`src/rtl/dsht_pkg.sv`:
```
package dsht_pkg;

  localparam int ROW_BYTES      = 8192;
  localparam int LINE_BYTES     = 64;
  localparam int LINES_PER_ROW  = 128;
  localparam int MAX_RECORDS    = 32;

  localparam int WORDS_PER_LINE = LINE_BYTES / 4;
  localparam int ROW_WORDS      = LINES_PER_ROW * WORDS_PER_LINE;
  localparam int LINE_SHIFT     = $clog2(LINE_BYTES);
  localparam int WPL_SHIFT      = $clog2(WORDS_PER_LINE);
  localparam int LINE_W         = (LINES_PER_ROW > 1) ? $clog2(LINES_PER_ROW) : 1;
  localparam int IDX_W          = (ROW_WORDS > 1) ? $clog2(ROW_WORDS) : 1;
  localparam int MC_W           = $clog2(ROW_WORDS + 1);
  localparam int BF_W           = $clog2(ROW_WORDS * 32 + 1);
  localparam int RC_W           = $clog2(MAX_RECORDS + 1);

  // op queue between front and back
  localparam int OPQ_DEPTH      = 4;
  localparam int OPQ_PTR_W      = $clog2(OPQ_DEPTH);
  localparam int OPQ_CNT_W      = $clog2(OPQ_DEPTH + 1);

  // result queue in the back end
  localparam int RQ_DEPTH       = 4;
  localparam int RQ_PTR_W       = $clog2(RQ_DEPTH);
  localparam int RQ_CNT_W       = $clog2(RQ_DEPTH + 1);

  // input modes, also used as op codes in the queue
  localparam logic [1:0] MODE_START = 2'd0;
  localparam logic [1:0] MODE_TICK  = 2'd1;
  localparam logic [1:0] MODE_WORD  = 2'd2;
  localparam logic [1:0] MODE_NONE  = 2'd3;

  // result kinds
  localparam logic [2:0] KIND_IDLE    = 3'd0;
  localparam logic [2:0] KIND_WRITE   = 3'd1;
  localparam logic [2:0] KIND_READ    = 3'd2;
  localparam logic [2:0] KIND_FLIP    = 3'd3;
  localparam logic [2:0] KIND_SUMMARY = 3'd4;

  // configuration register indexes
  localparam logic [1:0] CFG_VICTIM    = 2'd0;
  localparam logic [1:0] CFG_ITER      = 2'd1;
  localparam logic [1:0] CFG_PATTERN   = 2'd2;
  localparam logic [1:0] CFG_SERIALIZE = 2'd3;

  typedef struct packed {
    logic [1:0]  code;
    logic [31:0] word;
  } op_t;

  typedef struct packed {
    logic [2:0]  kind;
    logic [31:0] address;
    logic [31:0] line_data;
    logic        wait_after;
    logic [6:0]  line_index;
    logic [3:0]  word_slot;
    logic [31:0] expected_word;
    logic [31:0] actual_word;
    logic [11:0] flipped_words;
    logic [16:0] flipped_bits;
    logic [32:0] activations;
    logic        last;
  } res_t;

  function automatic logic [5:0] popcount32(input logic [31:0] v);
    logic [5:0] n;
    n = '0;
    for (int i = 0; i < 32; i++) begin
      n = n + 6'(v[i]);
    end
    return n;
  endfunction

endpackage

```
`src/rtl/dsht_if.sv`:
```
interface dsht_req_if;
  logic        valid;
  logic        ready;
  logic [1:0]  mode;
  logic [31:0] read_word;

  modport source (output valid, output mode, output read_word, input ready);
  modport sink   (input valid, input mode, input read_word, output ready);
endinterface

interface dsht_rsp_if;
  logic        valid;
  logic        ready;
  logic [2:0]  kind;
  logic [31:0] address;
  logic [31:0] line_data;
  logic        wait_after;
  logic [6:0]  line_index;
  logic [3:0]  word_slot;
  logic [31:0] expected_word;
  logic [31:0] actual_word;
  logic [11:0] flipped_words;
  logic [16:0] flipped_bits;
  logic [32:0] activations;
  logic        last;

  modport source (output valid, output kind, output address, output line_data,
                  output wait_after, output line_index, output word_slot,
                  output expected_word, output actual_word, output flipped_words,
                  output flipped_bits, output activations, output last,
                  input ready);
  modport sink   (input valid, input kind, input address, input line_data,
                  input wait_after, input line_index, input word_slot,
                  input expected_word, input actual_word, input flipped_words,
                  input flipped_bits, input activations, input last,
                  output ready);
endinterface

interface dsht_cfg_if;
  logic        valid;
  logic        ready;
  logic [1:0]  index;
  logic [31:0] data;

  modport source (output valid, output index, output data, input ready);
  modport sink   (input valid, input index, input data, output ready);
endinterface

```
`src/rtl/double_sided_hammer_test_sequencer.sv`:
```
// channel  dir  handshake     beat contents
// req      in   valid/ready   mode, read_word
// rsp      out  valid/ready   kind, address, line_data, wait_after, line_index,
//                             word_slot, expected_word, actual_word,
//                             flipped_words, flipped_bits, activations, last
// cfg      in   valid/ready   index, data (ready is always high)
//
// One req beat per cycle while the op queue has room. A req beat is stored in the op queue
// and its result in the result queue before the result is valid on rsp; a final read-back
// word with a mismatch, while flip records remain, gives two rsp beats.
// Throughput is set by the result queue: the back end takes an op only when the
// four-entry result queue has two free slots. req.ready drops when the four-entry op
// queue is full. Reset (rst, synchronous) empties both queues, idles the sequencer
// and clears the configuration registers.
module double_sided_hammer_test_sequencer (
  input logic          clk,
  input logic          rst,
  dsht_req_if.sink     req,
  dsht_rsp_if.source   rsp,
  dsht_cfg_if.sink     cfg
);
  import dsht_pkg::*;

  logic op_valid;
  logic op_pop;
  op_t  op;

  dsht_front u_front (
    .clk      (clk),
    .rst      (rst),
    .req      (req),
    .op_valid (op_valid),
    .op       (op),
    .op_pop   (op_pop)
  );

  dsht_back u_back (
    .clk      (clk),
    .rst      (rst),
    .op_valid (op_valid),
    .op       (op),
    .op_pop   (op_pop),
    .cfg      (cfg),
    .rsp      (rsp)
  );

endmodule

```
`src/rtl/dsht_front.sv`:
```
module dsht_front (
  input  logic          clk,
  input  logic          rst,
  dsht_req_if.sink      req,
  output logic          op_valid,
  output dsht_pkg::op_t op,
  input  logic          op_pop
);
  import dsht_pkg::*;

  op_t                  opq [0:OPQ_DEPTH-1];
  logic [OPQ_PTR_W-1:0] wptr;
  logic [OPQ_PTR_W-1:0] rptr;
  logic [OPQ_CNT_W-1:0] count;
  logic                 push;
  op_t                  in_op;

  assign req.ready = (count != OPQ_CNT_W'(OPQ_DEPTH));
  // mode 3 beats are taken and dropped here
  assign push = req.valid && req.ready && (req.mode != MODE_NONE);

  always_comb begin
    in_op.code = req.mode;
    in_op.word = (req.mode == MODE_WORD) ? req.read_word : '0;
  end

  assign op_valid = (count != '0);
  assign op       = opq[rptr];

  always_ff @(posedge clk) begin
    if (push) begin
      opq[wptr] <= in_op;
    end
  end

  always_ff @(posedge clk) begin
    if (rst) begin
      wptr  <= '0;
      rptr  <= '0;
      count <= '0;
    end else begin
      if (push) begin
        wptr <= wptr + 1'b1;
      end
      if (op_pop) begin
        rptr <= rptr + 1'b1;
      end
      count <= count + OPQ_CNT_W'(push) - OPQ_CNT_W'(op_pop);
    end
  end

endmodule

```
`src/rtl/dsht_back.sv`:
```
module dsht_back (
  input  logic          clk,
  input  logic          rst,
  input  logic          op_valid,
  input  dsht_pkg::op_t op,
  output logic          op_pop,
  dsht_cfg_if.sink      cfg,
  dsht_rsp_if.source    rsp
);
  import dsht_pkg::*;

  localparam logic [2:0] PH_IDLE   = 3'd0;
  localparam logic [2:0] PH_FILL   = 3'd1;
  localparam logic [2:0] PH_AGGR   = 3'd2;
  localparam logic [2:0] PH_HAMMER = 3'd3;
  localparam logic [2:0] PH_VERIFY = 3'd4;

  // configuration
  logic [31:0] victim_address;
  logic [31:0] hammer_iterations;
  logic [31:0] fill_pattern;
  logic        serialize_reads;

  // sequencer and checker state
  logic [2:0]        phase, phase_next;
  logic [LINE_W-1:0] line_counter, line_counter_next;
  logic              side_toggle, side_toggle_next;
  logic [31:0]       hammer_counter, hammer_counter_next;
  logic [IDX_W-1:0]  readback_counter, readback_counter_next;
  logic [MC_W-1:0]   mismatch_count, mismatch_count_next;
  logic [BF_W-1:0]   bit_flip_count, bit_flip_count_next;
  logic [RC_W-1:0]   record_count, record_count_next;
  logic              armed, armed_next;

  // tick datapath
  logic [2:0]        eff_phase;
  logic [LINE_W-1:0] eff_line;
  logic              eff_toggle;
  logic              lastline;
  logic [31:0]       off;
  logic [31:0]       lo_row;
  logic [31:0]       hi_row;
  logic              fin;

  // word datapath
  logic              word_mis;
  logic              word_final;
  logic [5:0]        diff_bits;
  logic [MC_W-1:0]   mc_inc;
  logic [BF_W-1:0]   bf_inc;
  res_t              flip_res;
  res_t              sum_res;

  // results for this op
  res_t              res0, res1;
  logic [1:0]        n_res;
  logic              summary_push;

  // result queue
  res_t                rq [0:RQ_DEPTH-1];
  logic [RQ_PTR_W-1:0] rq_wptr, rq_rptr, rq_wptr_inc;
  logic [RQ_CNT_W-1:0] rq_count;
  logic                out_pop;
  res_t                head;

  assign cfg.ready = 1'b1;

  // room for two results before an op is taken
  assign op_pop = op_valid && (rq_count <= RQ_CNT_W'(RQ_DEPTH - 2));

  assign lo_row = victim_address - 32'(ROW_BYTES);
  assign hi_row = victim_address + 32'(ROW_BYTES);

  assign word_mis   = (op.word != fill_pattern);
  assign diff_bits  = popcount32(op.word ^ fill_pattern);
  assign mc_inc     = mismatch_count + 1'b1;
  assign bf_inc     = bit_flip_count + BF_W'(diff_bits);
  assign word_final = (readback_counter == IDX_W'(ROW_WORDS - 1));

  always_comb begin
    flip_res               = '0;
    flip_res.kind          = KIND_FLIP;
    flip_res.line_index    = 7'(readback_counter >> WPL_SHIFT);
    flip_res.word_slot     = 4'(readback_counter & IDX_W'(WORDS_PER_LINE - 1));
    flip_res.expected_word = fill_pattern;
    flip_res.actual_word   = op.word;
    flip_res.last          = !word_final;

    sum_res               = '0;
    sum_res.kind          = KIND_SUMMARY;
    sum_res.flipped_words = 12'(word_mis ? mc_inc : mismatch_count);
    sum_res.flipped_bits  = 17'(word_mis ? bf_inc : bit_flip_count);
    sum_res.activations   = {hammer_iterations, 1'b0};
    sum_res.last          = 1'b1;
  end

  always_comb begin
    eff_phase  = phase;
    eff_line   = line_counter;
    eff_toggle = side_toggle;
    // hammer count reached (or iterations lowered): fall through to victim reads
    if (phase == PH_HAMMER && hammer_counter >= hammer_iterations) begin
      eff_phase  = PH_VERIFY;
      eff_line   = '0;
      eff_toggle = 1'b0;
    end
    lastline = (eff_line == LINE_W'(LINES_PER_ROW - 1));
    off      = 32'(eff_line) << LINE_SHIFT;
    fin      = eff_toggle &&
               (({1'b0, hammer_counter} + 33'd1) >= {1'b0, hammer_iterations});
  end

  always_comb begin
    phase_next            = phase;
    line_counter_next     = line_counter;
    side_toggle_next      = side_toggle;
    hammer_counter_next   = hammer_counter;
    readback_counter_next = readback_counter;
    mismatch_count_next   = mismatch_count;
    bit_flip_count_next   = bit_flip_count;
    record_count_next     = record_count;
    armed_next            = armed;
    res0                  = '0;
    res1                  = '0;
    n_res                 = 2'd0;
    summary_push          = 1'b0;

    if (op_pop) begin
      case (op.code)
        MODE_START: begin
          phase_next            = PH_FILL;
          line_counter_next     = '0;
          side_toggle_next      = 1'b0;
          hammer_counter_next   = '0;
          readback_counter_next = '0;
          mismatch_count_next   = '0;
          bit_flip_count_next   = '0;
          record_count_next     = '0;
          armed_next            = 1'b1;
        end
        MODE_TICK: begin
          phase_next        = eff_phase;
          line_counter_next = eff_line;
          side_toggle_next  = eff_toggle;
          n_res             = 2'd1;
          res0.last         = 1'b1;
          case (eff_phase)
            PH_FILL: begin
              res0.kind         = KIND_WRITE;
              res0.address      = victim_address + off;
              res0.line_data    = fill_pattern;
              res0.wait_after   = lastline;
              line_counter_next = eff_line + 1'b1;
              if (lastline) begin
                phase_next        = PH_AGGR;
                line_counter_next = '0;
                side_toggle_next  = 1'b0;
              end
            end
            PH_AGGR: begin
              res0.kind       = KIND_WRITE;
              res0.address    = (eff_toggle ? hi_row : lo_row) + off;
              res0.line_data  = ~fill_pattern;
              res0.wait_after = lastline && eff_toggle;
              side_toggle_next = !eff_toggle;
              if (eff_toggle) begin
                line_counter_next = eff_line + 1'b1;
                if (lastline) begin
                  phase_next          = PH_HAMMER;
                  line_counter_next   = '0;
                  hammer_counter_next = '0;
                end
              end
            end
            PH_HAMMER: begin
              res0.kind        = KIND_READ;
              res0.address     = eff_toggle ? hi_row : lo_row;
              res0.wait_after  = serialize_reads || fin;
              side_toggle_next = !eff_toggle;
              if (eff_toggle) begin
                hammer_counter_next = hammer_counter + 1'b1;
              end
            end
            PH_VERIFY: begin
              res0.kind         = KIND_READ;
              res0.address      = victim_address + off;
              res0.wait_after   = 1'b1;
              line_counter_next = eff_line + 1'b1;
              if (lastline) begin
                phase_next        = PH_IDLE;
                line_counter_next = '0;
              end
            end
            default: begin
              res0.kind = KIND_IDLE;
            end
          endcase
        end
        MODE_WORD: begin
          if (armed) begin
            if (word_mis) begin
              mismatch_count_next = mc_inc;
              bit_flip_count_next = bf_inc;
              if (record_count < RC_W'(MAX_RECORDS)) begin
                res0              = flip_res;
                n_res             = 2'd1;
                record_count_next = record_count + 1'b1;
              end
            end
            readback_counter_next = readback_counter + 1'b1;
            if (word_final) begin
              summary_push = 1'b1;
              armed_next   = 1'b0;
              if (n_res == 2'd1) begin
                res1  = sum_res;
                n_res = 2'd2;
              end else begin
                res0  = sum_res;
                n_res = 2'd1;
              end
            end
          end
        end
        default: begin
        end
      endcase
    end
  end

  always_ff @(posedge clk) begin
    if (rst) begin
      victim_address    <= '0;
      hammer_iterations <= '0;
      fill_pattern      <= '0;
      serialize_reads   <= 1'b0;
      phase             <= PH_IDLE;
      line_counter      <= '0;
      side_toggle       <= 1'b0;
      hammer_counter    <= '0;
      readback_counter  <= '0;
      mismatch_count    <= '0;
      bit_flip_count    <= '0;
      record_count      <= '0;
      armed             <= 1'b0;
    end else begin
      if (cfg.valid) begin
        case (cfg.index)
          CFG_VICTIM:    victim_address    <= cfg.data;
          CFG_ITER:      hammer_iterations <= cfg.data;
          CFG_PATTERN:   fill_pattern      <= cfg.data;
          CFG_SERIALIZE: serialize_reads   <= cfg.data[0];
          default: begin
          end
        endcase
      end
      phase            <= phase_next;
      line_counter     <= line_counter_next;
      side_toggle      <= side_toggle_next;
      hammer_counter   <= hammer_counter_next;
      readback_counter <= readback_counter_next;
      mismatch_count   <= mismatch_count_next;
      bit_flip_count   <= bit_flip_count_next;
      record_count     <= record_count_next;
      armed            <= armed_next;
    end
  end

  // result queue: up to two writes per cycle, one read
  assign rq_wptr_inc = rq_wptr + 1'b1;
  assign out_pop     = rsp.valid && rsp.ready;
  assign head        = rq[rq_rptr];

  always_ff @(posedge clk) begin
    if (n_res != 2'd0) begin
      rq[rq_wptr] <= res0;
    end
    if (n_res == 2'd2) begin
      rq[rq_wptr_inc] <= res1;
    end
  end

  always_ff @(posedge clk) begin
    if (rst) begin
      rq_wptr  <= '0;
      rq_rptr  <= '0;
      rq_count <= '0;
    end else begin
      rq_wptr <= rq_wptr + RQ_PTR_W'(n_res);
      if (out_pop) begin
        rq_rptr <= rq_rptr + 1'b1;
      end
      rq_count <= rq_count + RQ_CNT_W'(n_res) - RQ_CNT_W'(out_pop);
    end
  end

  assign rsp.valid         = (rq_count != '0);
  assign rsp.kind          = head.kind;
  assign rsp.address       = head.address;
  assign rsp.line_data     = head.line_data;
  assign rsp.wait_after    = head.wait_after;
  assign rsp.line_index    = head.line_index;
  assign rsp.word_slot     = head.word_slot;
  assign rsp.expected_word = head.expected_word;
  assign rsp.actual_word   = head.actual_word;
  assign rsp.flipped_words = head.flipped_words;
  assign rsp.flipped_bits  = head.flipped_bits;
  assign rsp.activations   = head.activations;
  assign rsp.last          = head.last;

  a_rq_bound: assert property (@(posedge clk) disable iff (rst)
    rq_count <= RQ_CNT_W'(RQ_DEPTH))
    else $error("result queue overflow");

  a_rec_bound: assert property (@(posedge clk) disable iff (rst)
    record_count <= RC_W'(MAX_RECORDS))
    else $error("flip record count past limit");

  a_idle_line: assert property (@(posedge clk) disable iff (rst)
    phase == PH_IDLE |-> line_counter == '0)
    else $error("line counter not cleared in idle");

  a_toggle_side: assert property (@(posedge clk) disable iff (rst)
    (phase == PH_FILL || phase == PH_VERIFY) |-> !side_toggle)
    else $error("side toggle set outside aggressor phases");

  a_disarm: assert property (@(posedge clk) disable iff (rst)
    summary_push |=> !armed && readback_counter == '0)
    else $error("read-back still armed after summary");

endmodule
```
`src/flat_wrapper.sv`:
```
// flat-port wrapper written by rule: the top's interface ports become plain ports
module double_sided_hammer_test_sequencer_flat import dsht_pkg::*;
  (clk, rst, req_valid, req_mode, req_read_word, req_ready, rsp_valid, rsp_kind, rsp_address, rsp_line_data, rsp_wait_after, rsp_line_index, rsp_word_slot, rsp_expected_word, rsp_actual_word, rsp_flipped_words, rsp_flipped_bits, rsp_activations, rsp_last, rsp_ready, cfg_valid, cfg_index, cfg_data, cfg_ready);
  dsht_req_if req_i ();
  dsht_rsp_if rsp_i ();
  dsht_cfg_if cfg_i ();
  input logic clk;
  input logic rst;
  input wire logic [$bits(req_i.valid)-1:0] req_valid;
  input wire logic [$bits(req_i.mode)-1:0] req_mode;
  input wire logic [$bits(req_i.read_word)-1:0] req_read_word;
  output wire logic [$bits(req_i.ready)-1:0] req_ready;
  output wire logic [$bits(rsp_i.valid)-1:0] rsp_valid;
  output wire logic [$bits(rsp_i.kind)-1:0] rsp_kind;
  output wire logic [$bits(rsp_i.address)-1:0] rsp_address;
  output wire logic [$bits(rsp_i.line_data)-1:0] rsp_line_data;
  output wire logic [$bits(rsp_i.wait_after)-1:0] rsp_wait_after;
  output wire logic [$bits(rsp_i.line_index)-1:0] rsp_line_index;
  output wire logic [$bits(rsp_i.word_slot)-1:0] rsp_word_slot;
  output wire logic [$bits(rsp_i.expected_word)-1:0] rsp_expected_word;
  output wire logic [$bits(rsp_i.actual_word)-1:0] rsp_actual_word;
  output wire logic [$bits(rsp_i.flipped_words)-1:0] rsp_flipped_words;
  output wire logic [$bits(rsp_i.flipped_bits)-1:0] rsp_flipped_bits;
  output wire logic [$bits(rsp_i.activations)-1:0] rsp_activations;
  output wire logic [$bits(rsp_i.last)-1:0] rsp_last;
  input wire logic [$bits(rsp_i.ready)-1:0] rsp_ready;
  input wire logic [$bits(cfg_i.valid)-1:0] cfg_valid;
  input wire logic [$bits(cfg_i.index)-1:0] cfg_index;
  input wire logic [$bits(cfg_i.data)-1:0] cfg_data;
  output wire logic [$bits(cfg_i.ready)-1:0] cfg_ready;
  assign req_i.valid = req_valid;
  assign req_i.mode = req_mode;
  assign req_i.read_word = req_read_word;
  assign req_ready = req_i.ready;
  assign rsp_valid = rsp_i.valid;
  assign rsp_kind = rsp_i.kind;
  assign rsp_address = rsp_i.address;
  assign rsp_line_data = rsp_i.line_data;
  assign rsp_wait_after = rsp_i.wait_after;
  assign rsp_line_index = rsp_i.line_index;
  assign rsp_word_slot = rsp_i.word_slot;
  assign rsp_expected_word = rsp_i.expected_word;
  assign rsp_actual_word = rsp_i.actual_word;
  assign rsp_flipped_words = rsp_i.flipped_words;
  assign rsp_flipped_bits = rsp_i.flipped_bits;
  assign rsp_activations = rsp_i.activations;
  assign rsp_last = rsp_i.last;
  assign rsp_i.ready = rsp_ready;
  assign cfg_i.valid = cfg_valid;
  assign cfg_i.index = cfg_index;
  assign cfg_i.data = cfg_data;
  assign cfg_ready = cfg_i.ready;
  double_sided_hammer_test_sequencer u_core (.clk(clk), .rst(rst), .req(req_i), .rsp(rsp_i), .cfg(cfg_i));
endmodule
```
`config.mk`:
```
export PLATFORM = sky130hd
export DESIGN_NAME = double_sided_hammer_test_sequencer_flat
export DESIGN_NICKNAME = d
export VERILOG_FILES = /design/src/rtl/dsht_pkg.sv /design/src/rtl/dsht_if.sv /design/src/rtl/double_sided_hammer_test_sequencer.sv /design/src/rtl/dsht_front.sv /design/src/rtl/dsht_back.sv /design/src/flat_wrapper.sv
export SDC_FILE = /design/constraint.sdc
export NUM_CORES = 2
export LEC_CHECK = 0
export ABC_AREA = 0
export BUFFER_PORTS_ARGS = -buffer_cell sky130_fd_sc_hd__buf_4
export CAP_MARGIN = 20
export CORE_MARGIN = 10
export CORE_UTILIZATION = 51
export DETAILED_ROUTE_END_ITERATION = 8
export GPL_TIMING_DRIVEN = 0
export PLACE_DENSITY_LB_ADDON = 0.25
export SYNTH_ARGS = -nofsm -noshare
export SYNTH_HDL_FRONTEND = slang
export SYNTH_SLANG_ARGS = --single-unit
```
`constraint.sdc`:
```
create_clock -name clk -period 7.4 [get_ports clk]
set_input_delay 1.85 -clock clk [delete_from_list [all_inputs] [get_ports clk]]
set_output_delay 1.85 -clock clk [all_outputs]
set_load 0.02 [all_outputs]
```
# Yosys cells after proc, flatten, opt, wreduce, memory -nomap -nowiden

Memories as Yosys holds them, arrays and structs flattened. A register that Yosys moved wholly into a read port is not among the register bits.
Index checks and enable logic that the tools add are counted.

Bits in writable memories: 960
Memories: 2
Bits of input ports: 73
Output and inout port bits: 209
Bits in registers: 201
Logic and storage cells: 209

Order comparisons: 4
Muxes and demuxes: 76
Equal/unequal tests: 25
Reduce and logical (&&, ||, !) cells: 30
Add/subtract/negate cells: 51
Bitwise logic cells: 2

Memories:

| memory             | words | width | read ports | clocked after memory_dff | write ports | line             | text |
|---|---|---|---|---|---|---|---|
| u_core.u_back.rq   | 4     | 206   | 1          | 1                        | 2           | dsht_back.sv:60  | `res_t rq [0:RQ_DEPTH-1];` |
| u_core.u_front.opq | 4     | 34    | 1          | 1                        | 1           | dsht_front.sv:11 | `op_t opq [0:OPQ_DEPTH-1];` |

Operator list:

| operator               | number |
|---|---|
| $mux 206               | 9 |
| $mux 205               | 2 |
| $pmux 32 s2            | 3 |
| $mux 32                | 5 |
| $add 6x1->6            | 26 |
| $mux 137               | 1 |
| $pmux 68 s2            | 1 |
| $pmux 32 s3            | 1 |
| $add 32x13->32         | 2 |
| $mux 17                | 2 |
| $pmux 17 s2            | 1 |
| $add 32x1->33 const B  | 1 |
| $ge 33x32->1           | 1 |
| $add 32x1->32 const B  | 1 |
| $add 32x14->32 const B | 1 |
| $ge 32x32->1           | 1 |
| $ne 32x32->1           | 1 |
| $not 32->32            | 1 |
| $sub 32x14->32 const B | 1 |
| $xor 32x32->32         | 1 |
| $pmux 7 s2             | 2 |
| $mux 12                | 2 |
| $pmux 12 s2            | 1 |
| $mux 2                 | 11 |
| 50 further kinds       | 110 |

# Longest topological paths before layout

Depth after elaboration: 39
Gate-level depth with buffers: 28
Mapped depth without buffers: 26

# Cells and area by module

From an unflattened synthesis, not the netlist that was laid out.

Cell total of the unflattened synthesis: 4505
Area, all modules: 51818.4 um^2

By module, submodules not included:

| module     | cells each | sequential area each (um^2) | area an instance (um^2) | instances |
|---|---|---|---|---|
| dsht_back  | 4242       | 22861.9                     | 46156.8                 | 1 |
| dsht_front | 263        | 4264.1                      | 5661.7                  | 1 |

# Worst setup path before layout

OpenSTA, ideal clock, no wires.

Path type: register -> register
Start: reg with a tool-made name
End: mem u_core.u_back.rq[0][50] (netlist name), data pin
Data arrival time: 6.402 ns
Path slack: 0.734 ns
Library setup time: 0.263 ns
Cell stages (with the launch flop): 27
Path buffers: 2
Clock period less this slack: 6.666 ns
Required time: 7.137 ns
Cells stage by stage: dfxtp_1 -> buf_6 -> buf_6 -> mux4_2 -> xor2_1 -> inv_1 -> fa_1 -> inv_1 -> fa_1 -> inv_1 -> fa_1 -> inv_1 -> fa_1 -> fa_1 -> fa_1 -> fa_1 -> inv_1 -> fa_1 -> nor2b_1 -> o21ai_0 -> a21boi_0 -> o21ai_0 -> a21boi_0 -> o21a_1 -> nand4_1 -> xor2_1 -> nor2_1

RTL lines:

| what             | line |
|---|---|
| end: declaration | dsht_back.sv:60 |

==> impl_metrics.yaml <==
floorplanning:
  dieArea_um2: 114000
  die_h_um: 338
  boundaryPins: 282
  initial_utilization: 0.514
  die_w_um: 338
  core_um2: 100000
  rows: 116
clock_network:
  clkTransAtPathRegs_ps: 60
  numClockSinks: 1161
  clk_latency_ps: 730
  cts_buffers: 118
  clk_path_buf_depth: 3
  cts-htree-levels: 3
  hold_buffers: 0
  cts_tree: "done"
  root_buffer: "clkbuf_16"
global_routing:
  grt_max_degree: 58
  grt_overflow: 0
  grt_pass1_wl_um: 248000
  track_usage: 0.290
  antenna_found_initial: 25
  first_global_vias: 38235
worst_setup_path:
  worstPathCellList: "buf_6 > buf_12 > mux4_2 > xnor2_2 > fa_1 > inv_1 > fa_1 > fa_1 > fa_1 > fa_1 > fa_1 > fa_1 > inv_1 > fa_1 > nor2b_2 > o21ai_4 > a21boi_2 > o21ai_1 > a21boi_1 > o21a_2 > nand2_2 > xnor2_2 > nand2_1 > o22ai_1"
  critical_path_class: "flip-flop to flip-flop"
  critical_path.slowest_cell: "mux4_2"
  worst-path-max-fanout: 10
  critPathArrivalTime_ps: 7760
  path_common_cell: "fa_1"
  worstSetupStartpointType: "flip-flop"
  required_ps: 7960
  critPathCaptureType: "flip-flop"
  slowest_delay_ps: 660
detailed_routing:
  ant_nets: 0
  routed_wl_um: 171000
  drcViolationCount: 0
  dr.pass1.iters: 6
  wire_per_inst_um: 26.0
  avgViaCountPerCell: 6.16
  drtIter0Drc: 4584
  vias: 40371
synthesis:
  synth.area.top_cells: "dfxtp_1 (30%), edfxtp_1 (23%), mux4_2 (10%)"
  ys_ff_latch: 1161
  synthFlopType: "dfxtp_1"
  yosysSeqAreaShare: 0.526
  yosys.area.top_type: "dfxtp_1"
  synth_area_um2: 51600
  ys_types: 85
  syn_inst: 4664
  synth-edff-count: 388
  postSynthAreaPerCell_um2: 11.1
  synth.top_cell.area_share: 0.300
  ys.warnings.count: 0
  async_flop_share: 0
  syn-num-nets: 4890
place:
  place_area_um2: 55700
  dp_hpwl_um: 122000
  placedCellCount: 6313
  gp_congestion: 0.987
  place_ws_ps: -552
  port_buffers: 279
finish:
  layout_common_cells: "dfxtp_1 (773), nand2_1 (596), nor2_1 (451)"
  areaGrowthSynthToFinish_pct: 16.4
  final_common_cell: "dfxtp_1"
  finalNetCount: 5321
  drive_gt1_frac: 0.173
  stdcell_area_um2: 60000
  final_cells: 6554
pwr:
  power_uw: 23900
  powerDensity_nw_per_um2: 399
  p_leak_uw: 0.0211
  vdd_ir_drop_max_v: 0.00125
timing:
  rsz0062_at_grt: "yes"
  final-hold-violation-count: 0
  finalCriticalPeriod_ps: 7200
  skew_ps: 45.0
  worst_pin_slew_ps: 1240
  finalMaxSlewViolations: 0
  period_share: 0.973
  max_freq_ghz: 0.139
  relSlewSlack: 0.172
  whs_ps: 449
  setup_violations: 0
  setup_ws_ps: 198
run_status:
  status: "completed"
min_path:
  hold_class: "flip-flop to flip-flop"
flow_run:
  drv_cap: 0
## critical path, delay by kind of cell (launching register included)
kind                     cells  cell delay, ps
AND/OR/NAND/NOR              3             480
buffers and inverters        4             440
AO/OA/AOI/OAI                6            1060
multiplexers                 1             660
adder cells (fa/ha/maj)      8            3630
XOR/XNOR                     2             430
flip-flops                   1             320
## cells in the mapped netlist, types with 40 or more instances
cell / instances
o22ai_1: 45
inv_1: 108
xnor2_1: 65
dfxtp_1: 773
nand3_1: 60
a21oi_1: 252
clkbuf_1: 256
a22o_1: 177
buf_1: 40
nand2_1: 599
o21ai_0: 295
buf_2: 64
xor2_1: 73
edfxtp_1: 388
ha_1: 123
a32o_1: 172
nor2_1: 452
mux4_2: 239
and2_1: 54
## area by class of cell
class                           instances  area (um^2)
Fill cell                            8196        40200
Sequential cell                      1161        27100
Multi-Input combinational cell       3026        22700
Clock buffer                          163         3350
Timing Repair Buffer                  311         2540
Tap cell                             1357         1700
Buffer                                367         1520
Clock inverter                         52          639
Inverter                              110          427
Antenna cell                            7         17.5
## power breakdown
group	internal, uW	total, uW	switching (uW)
logic	3900	10900	6990
clock network	3560	6170	2610
registers	6780	6880	95.5
total	14200	23900	9700
## cell families after synthesis
group	share of synthesized area
adder cells (fa/ha/maj)	0.0415
XOR/XNOR	0.0265
AO/OA/AOI/OAI	0.145
multiplexers	0.107
other	0.000146
AND/OR/NAND/NOR	0.116
buffers and inverters	0.0371
flip-flops	0.526
## sequential cells by signal (all words and copies together), names as in the netlist, 2 cells and up, named ones only
signal                           cells
u_core.u_back.hammer_counter        32
u_core.u_back.rq                   820
u_core.u_back.mismatch_count        12
u_core.u_back.line_counter           7
u_core.u_back.record_count           6
u_core.u_back.rq_wptr                2
u_core.u_back.readback_counter      11
u_core.u_front.wptr                  2
u_core.u_back.hammer_iterations     32
u_core.u_front.count                 3
u_core.u_back.bit_flip_count        17
u_core.u_back.victim_address        32
u_core.u_front.rptr                  2
u_core.u_back.rq_rptr                2
u_core.u_back.fill_pattern          32
u_core.u_back.phase                  3
u_core.u_front.opq                 136
u_core.u_back.rq_count               3
## per-layer routing
metal / routed length (um) / GRT usage / up-vias / share of wire
met1: 66700 / 0.380 / 19955 / 0.39
met5: 201 / 0 / - / 0.0012
li1: - / - / 17932 / -
met3: 19300 / 0.0810 / 359 / 0.11
met4: 7400 / 0.128 / 32 / 0.043
met2: 76900 / 0.445 / 2093 / 0.45
## per-stage QoR
step	TNS, ps	utilization
2_1_floorplan	0	-
3_3_place_gp	-285370	0.552
3_5_place_dp	-24490	0.555
4_1_cts	0	0.596
5_1_grt	-644	0.599
6_report	0	0.599
## timing repair
| item | 4_1_cts | 5_1_grt |
|---|---|---|
| pin swaps | 2 | 15 |
| endpoints found under the setup margin | 65 | 91 |
| resized for setup | 10 | 38 |
| setup buffers | 3 | 15 |
## path summary, 6_finish.rpt
path / slack (ps) / cells after the start / from / endpoint
setup / recovery: 200 / 24 / flip-flop / u_core.u_back.rq[2][42]$_DFFE_PP_
hold / removal: 450 / 2 / u_core.u_back.rq[3][75]$_SDFFE_PP0P_ / u_core.u_back.rq[3][75]$_SDFFE_PP0P_
setup reg to reg: 200 / 24 / flip-flop / u_core.u_back.rq[2][42]$_DFFE_PP_
hold reg to reg: 450 / 2 / u_core.u_back.rq[3][75]$_SDFFE_PP0P_ / u_core.u_back.rq[3][75]$_SDFFE_PP0P_
Power figures use the tool's default switching activity.
